**src/rtl/core/sbcpu_pkg.sv**
```systemverilog
// ----------------------------------------------------------------------------
// sbcpu_pkg
// Shared types and codes for the 16-bit execute stage.
// ----------------------------------------------------------------------------
package sbcpu_pkg;

    localparam int REG_W        = 16;
    localparam int NUM_REGS     = 16;
    localparam int REG_AW       = 4;
    localparam int MEM_BYTES_DEF = 65536;
    localparam int PRINT_REG    = 15;

    // operation codes
    localparam logic [3:0] ACT_ADD  = 4'd0;
    localparam logic [3:0] ACT_SUB  = 4'd1;
    localparam logic [3:0] ACT_SLL  = 4'd2;
    localparam logic [3:0] ACT_SRL  = 4'd3;
    localparam logic [3:0] ACT_SRA  = 4'd4;
    localparam logic [3:0] ACT_SLT  = 4'd5;
    localparam logic [3:0] ACT_SLTU = 4'd6;
    localparam logic [3:0] ACT_XOR  = 4'd7;
    localparam logic [3:0] ACT_OR   = 4'd8;
    localparam logic [3:0] ACT_AND  = 4'd9;
    localparam logic [3:0] ACT_STR  = 4'd10;
    localparam logic [3:0] ACT_LDR  = 4'd11;
    localparam logic [3:0] ACT_LI   = 4'd12;
    localparam logic [3:0] ACT_JAL  = 4'd13;
    localparam logic [3:0] ACT_BAL  = 4'd14;

    // status codes
    localparam logic [1:0] ST_CONT  = 2'd0;
    localparam logic [1:0] ST_JUMP  = 2'd1;
    localparam logic [1:0] ST_HALT  = 2'd2;
    localparam logic [1:0] ST_FAULT = 2'd3;

    // service numbers
    localparam logic [REG_W-1:0] SVC_PRINT = 16'd0;
    localparam logic [REG_W-1:0] SVC_HALT  = 16'd1;
    localparam logic [REG_W-1:0] BR_TAKEN  = 16'd1;

    typedef struct packed {
        logic [3:0] action;
        logic [3:0] field_first;
        logic [3:0] field_second;
        logic [3:0] field_third;
        logic       is_service_call;
    } t_req;

    typedef struct packed {
        logic [1:0]       status;
        logic [REG_W-1:0] next_pc;
        logic             print_valid;
        logic [REG_W-1:0] print_value;
    } t_rsp;

endpackage

```
**src/rtl/core/sbcpu_alu.sv**
```systemverilog
// ----------------------------------------------------------------------------
// sbcpu_alu
// Register-register arithmetic, logic, shift and compare operations.
// ----------------------------------------------------------------------------
module sbcpu_alu (
    input  logic [3:0]                  i_action,
    input  logic [sbcpu_pkg::REG_W-1:0] i_a,
    input  logic [sbcpu_pkg::REG_W-1:0] i_b,
    output logic [sbcpu_pkg::REG_W-1:0] o_result
);
    import sbcpu_pkg::*;

    logic [3:0] sh;

    assign sh = i_b[3:0];

    always_comb begin
        unique case (i_action)
            ACT_ADD:  o_result = i_a + i_b;
            ACT_SUB:  o_result = i_a - i_b;
            ACT_SLL:  o_result = i_a << sh;
            ACT_SRL:  o_result = i_a >> sh;
            ACT_SRA:  o_result = REG_W'($signed(i_a) >>> sh);
            ACT_SLT:  o_result = {{(REG_W-1){1'b0}}, $signed(i_a) < $signed(i_b)};
            ACT_SLTU: o_result = {{(REG_W-1){1'b0}}, i_a < i_b};
            ACT_XOR:  o_result = i_a ^ i_b;
            ACT_OR:   o_result = i_a | i_b;
            ACT_AND:  o_result = i_a & i_b;
            default:  o_result = '0;
        endcase
    end

endmodule

```
**config.mk**
```make
export PLATFORM = sky130hd
export DESIGN_NAME = sbcpu_alu
export DESIGN_NICKNAME = d
export VERILOG_FILES = /design/src/rtl/core/sbcpu_pkg.sv /design/src/rtl/core/sbcpu_alu.sv
export SDC_FILE = /design/constraint.sdc
export NUM_CORES = 1
export LEC_CHECK = 0
export ABC_CLOCK_PERIOD_IN_PS = 4600
export BUFFER_PORTS_ARGS = -buffer_cell sky130_fd_sc_hd__buf_2
export CORE_MARGIN = 1.5
export CORE_UTILIZATION = 35
export DETAILED_ROUTE_END_ITERATION = 10
export PLACE_DENSITY = 0.53
export SYNTH_ARGS = -nofsm -noshare
export SYNTH_HDL_FRONTEND = slang
export SYNTH_SLANG_ARGS = --single-unit
```
**constraint.sdc**
```tcl
create_clock -name vclk -period 4.6
set_input_delay 0.23 -clock vclk [all_inputs]
set_output_delay 0.23 -clock vclk [all_outputs]
set_load 0.03 [all_outputs]
```
# [Word-level counts from Yosys, hierarchy flattened]
# Index checks and enable logic that the tools add are counted.
# Widths: inputs -> output; s select.
[op_classes] n_lt_le_gt_ge=2 mux=1 div=0 n_addsub=2 eq_ne=9 n_bitwise=3 n_mul=0 n_reduce_logical=1 shifts=3
[op_table] cell="$pmux 16 s10" count=1
[op_table] cell="$lt 16x16->1" count=2
[op_table] cell="$add 16x16->16" count=1
[op_table] cell="$and 16x16->16" count=1
[op_table] cell="$eq 4x3->1 const B" count=4
[op_table] cell="$or 16x16->16" count=1
[op_table] cell="$shl 16x4->16" count=1
[op_table] cell="$shr 16x4->16" count=1
[op_table] cell="$sshr 16x4->16" count=1
[op_table] cell="$sub 16x16->16" count=1
[op_table] cell="$xor 16x16->16" count=1
[op_table] cell="$eq 4x2->1 const B" count=2
[op_table] cell="$eq 4x4->1 const B" count=2
[op_table] cell="$eq 4x1->1 const B" count=1
[op_table] cell="$logic_not 4->1" count=1
[word_totals] regBits=0 rom_bits=0 word_cells=21 latch_bits=0 mem_bits_rw=0 output_inout_bits=16 inputBits=36 mem_count=0

# [Depth between registers and ports, before layout]
[depth] depth_word=2 depth_mapped=11 depth_no_buf=11

# [Least setup slack after synthesis]
# OpenSTA, ideal clock, no wires.
[synth_timing] path_type="in2out" startpoint="in i_b[1] (netlist bit)" endpoint="out o_result[12] (netlist bit)" path_slack_ps=1572 required_time_ps=4370 t_arrival_ps=2798 n_path_buf=2 stages=11 cell_sequence="clkbuf_1 > inv_1 > clkbuf_1 > fa_1 > nor2b_1 > o221ai_1 > a2bb2oi_1 > a221o_1 > nor2_1 > nor3_1 > o221ai_1"
[synth_between] elab_chain_len=2 word_cells_on_any_way=6 cone_classes="2 x add/sub; 3 x shift; 1 x mux"
[synth_lines] element="start: declaration" line="sbcpu_alu.sv:8" source="input logic [sbcpu_pkg::REG_W-1:0] i_b,"
[synth_lines] element="$sub 16x16->16, or another cell as far along" line="sbcpu_alu.sv:20" source="ACT_SUB: o_result = i_a - i_b;"
[synth_lines] element="$pmux 16 s10 *" line="sbcpu_alu.sv:18" source="unique case (i_action)"
[synth_lines] element="end: declaration" line="sbcpu_alu.sv:9" source="output logic [sbcpu_pkg::REG_W-1:0] o_result"
# Every way passes the cells marked *; elsewhere a longest branch is shown, timed or not.

# [Worst setup path in the final report]
[layout_timing] startpoint="in i_b[1] (netlist bit)" endpoint="out o_result[0] (netlist bit)"
[layout_between] elab_chain_len=2 word_cells_on_any_way=6 cone_classes="2 x order compare; 3 x shift; 1 x mux"
[layout_lines] element="$lt 16x16->1, or another cell as far along" line="sbcpu_alu.sv:25" source="ACT_SLTU: o_result = {{(REG_W-1){1'b0}}, i_a < i_b};"
[layout_lines] element="$pmux 16 s10 *" line="sbcpu_alu.sv:18"
# Marks and branches as above.

==> impl_metrics.csv <==
group,metric,value,unit
hold_path,holdPathEnd,"o_result[0]",
routing,vias,4728,
routing,drt_iter0_drc,519,
timing,worst_pin_slew,0.754,ns
place,dpl.cell_count,754,
die,die_area,11800,sq um
routing,ant_nets,0,
timing,finalCritPeriodShare,75.9,%
worst_setup_path,required,4.37,ns
die,rows,38,
timing,timing.final.ws_setup,1.11,ns
cts,cts_setup_buffers,0,
final_layout,antenna_cells,0,
timing,fin_crit,3.49,ns
place,globalplace.congestion,0.942,
final_layout,seqCellArea,0,sq um
synthesis,syn_area,3910,sq um
routing,vias_per_cell,6.27,
die,die_w,109,um
routing,first_pass_iters,5,
cts,postCtsResizedCells,0,
final_layout,clock_buffers,0,
timing,fmax,0.286,GHz
synthesis,yosysSeqAreaShare,0,%
synthesis,syn_inst,602,
timing,finalHoldViolCount,0,
worst_setup_path,crit_type,"in2out",
final_layout,finalNonFillerCells,754,
timing,rsz0062_at_grt,"no",
die,die_h,109,um
grt,grt_pass1_wl,23.8,mm
hold_path,min-delay-start,"i_action[1]",
place,io_buffer_count,52,
worst_setup_path,crit_path_start_kind,"primary input",
grt,track_usage,25.7,%
synthesis,ys_types,72,
worst_setup_path,cp_data_arrival_time,3.26,ns
final_layout,fin_nets,705,
worst_setup_path,path_max_fanout,37,
pwr,powerDensity,123,nW/um^2
final_layout,drive_above_1_share,13.0,%
timing,slew_headroom,49.5,%
pwr,fin_total_pwr,0.000519,W
place,post-place-ws,1.17,ns
final_layout,syn_to_final_growth,7.65,%
synthesis,synth_area_per_cell,6.49,sq um
hold_path,hold_depth,3,
flow_run,cap_violations,0,
grt,overflow,0,
pwr,p_leak,1.90,nW
timing,setup_violations,0,
timing,finalSetupTns,0,ns
timing,drv_slew,0,
die,top_level_ports,52,
grt,grt_max_degree,39,
synthesis,syn-num-nets,691,
routing,wl,15.2,mm
routing,wl_per_cell,20.1,um
grt,grt_pass1_vias,4368,
cts,cts_hold_buf,0,
die,start_util,36.0,%
hold_path,hold_class,"in2out",
worst_setup_path,cp-end-kind,"output port",
pwr,ir_drop,0.0000635,V
synthesis,synth_warnings,0,
die,core-area,10800,sq um
routing,drc,0,
final_layout,design.seq.count,0,
status,outcome,"finished, final reports clean",
place,hpwl,12.0,mm
grt,antenna_found_initial,0,
## per-stage QoR
step,cell area (sq um),util [%],hold slack (ns)
floorplan,3910,-,0.973
global placement,4210,38.8,1.00
detailed placement,4210,38.8,1.01
CTS,4210,38.8,1.02
global route,4210,38.8,1.08
finish,4210,38.8,1.02
## logic make-up (layout without fill, tap and decap cells)
group	count (synthesis)	in the layout	share of synthesized area [%]
buffers and inverters	93	105	9.22
adders and majority gates	53	53	17.4
muxes	38	38	11.5
and+or+nand+nor	191	191	22.0
xor gates and xnor gates	2	2	0.448
AOI/OAI and AO/OA	225	225	39.5
## power by group
group / internal (W) / switching (W)
Clock: 0 / 0
Sequential: 0 / 0
Combinational: 0.000177 / 0.000341
Total: 0.000177 / 0.000341
## per-layer routing
metal,part of all wire [%],routed length (um),track usage (%)
met3,7.7,1170,1.14
met5,0,0,0
met1,43,6550,36.2
met4,5.0,753,10.2
met2,44,6700,41.0
## worst max-delay path by stage
stage / from / end / slack [ns] / depth (start not counted)
final: i_b[1] / o_result[0] / 1.11 / 11
after global routing: i_b[1] / o_result[0] / 0.93 / 11
after CTS: i_b[1] / o_result[0] / 1.15 / 11
after detailed placement: i_b[1] / o_result[0] / 1.17 / 11
after global placement: i_b[1] / o_result[0] / 1.19 / 11
after floorplan: i_b[1] / o_result[12] / 1.57 / 11
## critical path, stage by stage
cell and delay (ns):
buf_2 0.54, inv_1 0.24, fa_1 0.48, nor2b_1 0.17
o221ai_1 0.23, a2bb2oi_1 0.17, a221o_1 0.40, a211oi_1 0.30
o221ai_1 0.17, o2111ai_1 0.10, buf_2 0.23
## final cells by class
class / count / area (sq um)
well taps: 140 / 175
repair buffers: 57 / 298
inverters: 48 / 180
fillers: 1194 / 6630
multi-input cells: 509 / 3550
## synthesized netlist by cell type, types with 4 or more instances
master	n	share of area (%)
o211ai_1	9	1.7
a31oi_1	9	1.4
a211o_1	5	1.1
o21ai_0	35	4.5
inv_1	47	4.5
clkbuf_1	37	3.6
a221oi_1	4	0.90
a21o_1	6	1.2
nor4_1	5	0.80
nand2b_1	5	0.80
nand3_1	11	1.4
nor3_1	12	1.5
o21ai_1	4	0.51
o221ai_1	8	1.8
a21oi_1	62	7.9
and2_1	6	0.96
o2111ai_1	8	1.8
a21boi_1	4	0.77
o22ai_1	5	0.80
mux4_2	5	2.9
ha_1	51	16
nand2_1	57	5.5
nor2b_1	9	1.4
mux2i_1	27	6.9
o21bai_1	5	0.96
nor2_1	72	6.9
a211oi_1	19	3.7
buf_1	4	0.38
mux2_2	6	1.7
## cells in the final DEF (no fill, tap or decap), types with 3 or more instances in the layout
cell type  synthesis  final
o21bai_1           5      5
nand2b_1           5      5
a211oi_1          19     19
and2_1             6      6
or3_1              3      3
a21boi_1           4      4
o21ai_1            4      4
nor2_1            72     72
nor3_1            12     12
mux2_2             6      6
a2bb2oi_1          3      3
o2111ai_1          8      8
ha_1              51     51
a22o_1             3      3
a21oi_1           62     62
nor2b_1            9      9
o22ai_1            5      5
a221o_1            3      3
o21ai_0           35     35
buf_2              3     52
a22oi_1            3      3
inv_1             47     47
a21o_1             6      6
nand2_1           57     57
nand3_1           11     11
a211o_1            5      5
a221oi_1           4      4
o211ai_1           9      9
mux4_2             5      5
mux2i_1           27     27
a31oi_1            9      9
buf_4              0      5
o221ai_1           8      8
nor4_1             5      4
Power figures use the tool's default switching activity.
